<file path="src/rtl/btn_dbnc_pkg.sv">
// shared types and constants for the button debounce and press detection unit
package btn_dbnc_pkg;

    localparam int unsigned TIME_W = 32;
    localparam int unsigned DEB_W  = 16;
    localparam int unsigned IDX_W  = 2;

    typedef logic [1:0] press_event_t;

    localparam press_event_t EV_NONE  = 2'd0;
    localparam press_event_t EV_SHORT = 2'd1;
    localparam press_event_t EV_LONG  = 2'd2;

    typedef logic [IDX_W-1:0] reg_index_t;

    localparam reg_index_t REG_ENABLE     = 2'd0;
    localparam reg_index_t REG_DEBOUNCE   = 2'd1;
    localparam reg_index_t REG_LONG_PRESS = 2'd2;

    localparam logic [DEB_W-1:0]  DEBOUNCE_RESET   = 16'd50;
    localparam logic [TIME_W-1:0] LONG_PRESS_RESET = 32'd1000;

endpackage

</file>
<file path="src/rtl/button_debounce_short_long_press_unit.sv">
// button debouncer with short and long press detection
// a sample beat is registered in the input stage, then its result in the output stage
// throughput: one sample per cycle while m_ready does not stall the output; the only loop is the state update
// reset: synchronous active low; stable level released, no press active,
// registers back to enable 0, debounce 50 ms, long press 1000 ms
module button_debounce_short_long_press_unit (
    input  logic                              aclk,
    input  logic                              aresetn,
    input  logic                              cfg_valid,
    output logic                              cfg_ready,
    input  btn_dbnc_pkg::reg_index_t          cfg_index,
    input  logic [btn_dbnc_pkg::TIME_W-1:0]   cfg_data,
    input  logic                              s_valid,
    output logic                              s_ready,
    input  logic                              s_raw_level,
    input  logic [btn_dbnc_pkg::TIME_W-1:0]   s_now_ms,
    output logic                              m_valid,
    input  logic                              m_ready,
    output btn_dbnc_pkg::press_event_t        m_press_event,
    output logic                              m_pressed
);
    import btn_dbnc_pkg::*;

    logic                enable_reg;
    logic [DEB_W-1:0]    debounce_reg;
    logic [TIME_W-1:0]   long_press_reg;

    logic                in_vld_reg;
    logic                in_raw_reg;
    logic [TIME_W-1:0]   in_now_reg;

    logic                last_raw_reg,     last_raw_next;
    logic [TIME_W-1:0]   last_change_reg,  last_change_next;
    logic                stable_reg,       stable_next;
    logic                active_reg,       active_next;
    logic [TIME_W-1:0]   start_reg,        start_next;
    logic                fired_reg,        fired_next;

    logic                out_vld_reg;
    press_event_t        event_reg,        event_next;
    logic                pressed_reg,      pressed_next;

    logic                advance;
    logic [TIME_W-1:0]   since_change;
    logic [TIME_W-1:0]   hold_time;

    assign advance   = !out_vld_reg || m_ready;
    assign s_ready   = !in_vld_reg || advance;
    assign cfg_ready = 1'b1;

    assign m_valid       = out_vld_reg;
    assign m_press_event = event_reg;
    assign m_pressed     = pressed_reg;

    always_comb begin
        last_raw_next    = last_raw_reg;
        last_change_next = last_change_reg;
        stable_next      = stable_reg;
        active_next      = active_reg;
        start_next       = start_reg;
        fired_next       = fired_reg;
        event_next       = EV_NONE;
        pressed_next     = 1'b0;

        if (in_raw_reg != last_raw_reg) begin
            last_change_next = in_now_reg;
        end
        since_change = in_now_reg - last_change_next;

        if (enable_reg) begin
            last_raw_next = in_raw_reg;
            if (since_change > {{(TIME_W-DEB_W){1'b0}}, debounce_reg} &&
                in_raw_reg != stable_reg) begin
                stable_next = in_raw_reg;
                if (!in_raw_reg) begin
                    active_next = 1'b1;
                    start_next  = in_now_reg;
                    fired_next  = 1'b0;
                end else begin
                    if (active_reg && !fired_reg) begin
                        event_next = EV_SHORT;
                    end
                    active_next = 1'b0;
                end
            end
        end else begin
            last_change_next = last_change_reg;
        end

        // hold time is measured against the start that this sample may have set
        hold_time = in_now_reg - start_next;
        if (enable_reg && active_next && !fired_next && !stable_next &&
            hold_time >= long_press_reg) begin
            fired_next = 1'b1;
            event_next = EV_LONG;
        end

        pressed_next = enable_reg && !stable_next;
    end

    always_ff @(posedge aclk) begin
        if (!aresetn) begin
            enable_reg      <= 1'b0;
            debounce_reg    <= DEBOUNCE_RESET;
            long_press_reg  <= LONG_PRESS_RESET;
            in_vld_reg      <= 1'b0;
            out_vld_reg     <= 1'b0;
            last_raw_reg    <= 1'b1;
            last_change_reg <= '0;
            stable_reg      <= 1'b1;
            active_reg      <= 1'b0;
            start_reg       <= '0;
            fired_reg       <= 1'b0;
        end else begin
            if (cfg_valid) begin
                unique case (cfg_index)
                    REG_ENABLE:     enable_reg     <= cfg_data[0];
                    REG_DEBOUNCE:   debounce_reg   <= cfg_data[DEB_W-1:0];
                    REG_LONG_PRESS: long_press_reg <= cfg_data;
                    default: ;
                endcase
            end

            if (s_ready) begin
                in_vld_reg <= s_valid;
            end

            if (advance) begin
                out_vld_reg <= in_vld_reg;
                if (in_vld_reg) begin
                    last_raw_reg    <= last_raw_next;
                    last_change_reg <= last_change_next;
                    stable_reg      <= stable_next;
                    active_reg      <= active_next;
                    start_reg       <= start_next;
                    fired_reg       <= fired_next;
                end
            end
        end
    end

    // payload registers
    always_ff @(posedge aclk) begin
        if (s_ready && s_valid) begin
            in_raw_reg <= s_raw_level;
            in_now_reg <= s_now_ms;
        end
        if (advance && in_vld_reg) begin
            event_reg   <= event_next;
            pressed_reg <= pressed_next;
        end
    end

endmodule

</file>
<file path="config.mk">
export PLATFORM = sky130hd
export DESIGN_NAME = button_debounce_short_long_press_unit
export DESIGN_NICKNAME = d
export VERILOG_FILES = /design/src/rtl/btn_dbnc_pkg.sv /design/src/rtl/button_debounce_short_long_press_unit.sv
export SDC_FILE = /design/constraint.sdc
export NUM_CORES = 1
export LEC_CHECK = 0
export ABC_AREA = 1
export BUFFER_PORTS_ARGS = -buffer_cell sky130_fd_sc_hd__buf_2
export CAP_MARGIN = 20
export CORE_ASPECT_RATIO = 0.75
export CORE_UTILIZATION = 65
export DETAILED_ROUTE_END_ITERATION = 6
export GPL_TIMING_DRIVEN = 0
export PLACE_DENSITY = 0.91
export SLEW_MARGIN = 20
export SYNTH_ARGS = -nofsm -noshare
export SYNTH_HDL_FRONTEND = slang
export SYNTH_SLANG_ARGS = --single-unit
</file>
<file path="constraint.sdc">
create_clock -name aclk -period 16 [get_ports aclk]
set_clock_uncertainty 0.1 [all_clocks]
set_input_delay 0 -clock aclk [delete_from_list [all_inputs] [get_ports aclk]]
set_output_delay 0 -clock aclk [all_outputs]
set_load 0.02 [all_outputs]
</file>
==> flow_metrics.env <==
export IMPL_worstSkewPairLatency_ps=460
export IMPL_antenna_cells=0
export IMPL_ys_top_cells_by_count="nand2_1 (350), inv_1 (271), a21oi_1 (139)"
export IMPL_area_delta_synth_final_pct=18.1
export IMPL_yosysWarnings=0
export IMPL_cp_max_fo=10
export IMPL_ys_ff_latch=155
export IMPL_htreeDepth=4
export IMPL_routed_via_density=6.09
export IMPL_p_int_uw=832
export IMPL_row_count=41
export IMPL_fmax_mhz=92.8
export IMPL_grt_ovfl_total=0
export IMPL_seqPwrFrac_pct=33.7
export IMPL_cts_buffers=17
export IMPL_antenna_found_initial=0
export IMPL_finalNonFillerCells=2069
export IMPL_clockBufferDepth=2
export IMPL_final_layout_size_suffix_gt1_share_pct=9.93
export IMPL_p_per_area_mw_per_mm2=96.0
export IMPL_post_cts_buffers=0
export IMPL_firstDrtPassIters=7
export IMPL_post_dp_hpwl_mm=27.5
export IMPL_cts_sinks=155
export IMPL_dp_slack_ps=5640
export IMPL_path_delay_family="simple AND/OR/NAND/NOR gates"
export IMPL_cts_resized=0
export IMPL_dieArea_sq_mm=0.0182
export IMPL_power_frac_clock_pct=33.6
export IMPL_start_kind="flop"
export IMPL_cp_end_kind="flop"
export IMPL_status="finished, violations left"
export IMPL_die_w_um=156
export IMPL_final_hold_violation_count=0
export IMPL_ir_drop_mv=0.0671
export IMPL_grt_max_degree=34
export IMPL_ant_nets=0
export IMPL_max_stage_delay_ps=600
export IMPL_cp_required_ps=16210
export IMPL_synth_seq_area_share_pct=30.1
export IMPL_grt_pass1_vias=12000
export IMPL_power_frac_comb_pct=32.8
export IMPL_maxCapViolCount=0
export IMPL_post_synth_cell_area_avg_sq_um=6.98
export IMPL_start_util_pct=67.3
export IMPL_place_inst=1959
export IMPL_drt_wl_total_mm=39.3
export IMPL_yosysMostFrequentCell="nand2_1"
export IMPL_yosys_area_top_type_share_pct=20.7
export IMPL_grt_usage_pct=43.6
export IMPL_grt_pass1_wl_mm=60.6
export IMPL_fill_cells=1169
export IMPL_synth_flop_cell="dfxtp_1"
export IMPL_p_sw_uw=473
export IMPL_clk_pin_slew_ps=70
export IMPL_slew_headroom_pct=34.6
export IMPL_fin_crit_ps=10770
export IMPL_ios=78
export IMPL_setup_tns_ps=0
export IMPL_cts_root_buf="clkbuf_16"
export IMPL_cp_slowest_cell="buf_1"
export IMPL_async_reset_ff_share_pct=0
export IMPL_io_buffers=76
export IMPL_slew_violations=0
export IMPL_num_vias=12600
export IMPL_worstHoldPathType="in2reg"
export IMPL_drc=2
export IMPL_violations="DRC"
export IMPL_synthTopCellsByArea="dfxtp_1 (21%), nand2_1 (11%), ha_1 (11%)"
export IMPL_synthesis_area_sq_mm=0.0115
export IMPL_cts_tree="done"
export IMPL_synth_distinct_cells=46
export IMPL_gp_congestion=0.969
export IMPL_reg2reg_slack_ps=5230
export IMPL_worstMarginPinSlew_ps=974
export IMPL_syn_instance_count=1647
export IMPL_drt_iter0_drc=1596
export IMPL_die_h_um=117
export IMPL_crit_buf_inv=7
export IMPL_worst_path_most_repeated_cell="nand2_1"
export IMPL_syn_nets=1820
export IMPL_final_core_util_pct=79.5
export IMPL_path_class="reg2reg"
export IMPL_p_sw_share_pct=36.2
export IMPL_routedWlPerCell_um=19.0
export IMPL_arrival_ps=10980
export IMPL_final_nets=1993
export IMPL_coreArea_sq_mm=0.0171
export IMPL_setup_viol=0
export IMPL_yosys_area_top_type="dfxtp_1"
export IMPL_fin_ws_ps=5230
export IMPL_synth_edf_count=36
export IMPL_leakage_nw=6.62
export IMPL_finalCritPeriodShare_pct=67.3
export IMPL_rsz0062_at_grt="false"
[worst paths after layout]
| check | startpoint | to | cells after the start |
|---|---|---|---|
| max reg2reg | in_raw_reg | fired_reg | 59 |
| min reg2reg | long_press_reg[4] | long_press_reg[4] | 2 |
| max | in_raw_reg | fired_reg | 59 |
| min | s_now_ms[7] | in_now_reg[7] | 2 |
[per-layer routing]
layer	routed length [um]	vias up	share of wire (%)	GRT usage, %
met4	1960	0	5.0	22.5
met2	17000	858	43	69.7
met1	15100	5731	38	51.9
met3	5290	213	13	16.3
met5	0	-	0	0
li1	-	5797	-	-
[what timing repair did]
action / 4_1_cts / 5_1_grt
hold buffers: 78 / 0
endpoints found under the hold margin: 93 / 0
endpoints found under the setup margin: 0 / 0
[per-stage QoR]
| stage | instance area [sq um] | hold WS (ps) | power (mW) |
|---|---|---|---|
| 5_1_grt | 13600 | 157 | 1.36 |
| 4_1_cts | 13600 | 153 | 1.27 |
| 3_3_place_gp | 12200 | 75.9 | 0.816 |
| 3_5_place_dp | 12200 | 78.1 | 0.832 |
| 2_1_floorplan | 11500 | -1.13 | 0.720 |
| 6_report | 13600 | 146 | 1.30 |
[placed cells by master (no fill, tap or decap), types with 13 or more instances in the layout]
master         instances
nand2_1              350
inv_1                270
a21oi_1              139
o21ai_0              127
dfxtp_1              119
nor2_1               109
ha_1                 100
buf_2                 80
dlygate4sd3_1         78
nand3_1               63
o211ai_1              61
clkbuf_1              37
edfxtp_1              36
mux2i_1               34
nor3_1                26
xor2_1                26
clkbuf_16             20
nand2_2               19
nand3_2               18
nand4_1               17
inv_2                 13
[power by group through the flow]
stage / Combinational (mW) / Sequential [mW] / Clock (mW)
floorplan: 0.281 / 0.439 / 0
global placement: 0.371 / 0.444 / 0
detailed placement: 0.387 / 0.445 / 0
CTS: 0.408 / 0.437 / 0.430
global route: 0.468 / 0.440 / 0.447
finish: 0.427 / 0.439 / 0.438
[cell type report]
cell class                 instances  area (sq um)  share of cell area, %
multi-input combinational       1162          6760                   49.7
timing repair buffer             154          1160                   8.55
buffer                            45           213                   1.57
inverter                         285          1070                   7.88
clock buffer                      25           549                   4.04
sequential                       155          3460                   25.5
clock inverter                     7          75.1                  0.553
tap                              236           295                   2.17
[logic make-up after synthesis]
group | after synthesis | synth area share (%)
AND/OR/NAND/NOR | 624 | 24.0
buffers and inverters | 330 | 11.2
AO/OA/AOI/OAI | 366 | 18.0
multiplexers | 34 | 2.96
adder cells (fa/ha/maj) | 101 | 11.1
flip-flops | 155 | 30.1
XOR/XNOR | 36 | 2.74
other | 1 | 0.0326
(Power assumes the default switching activity.)
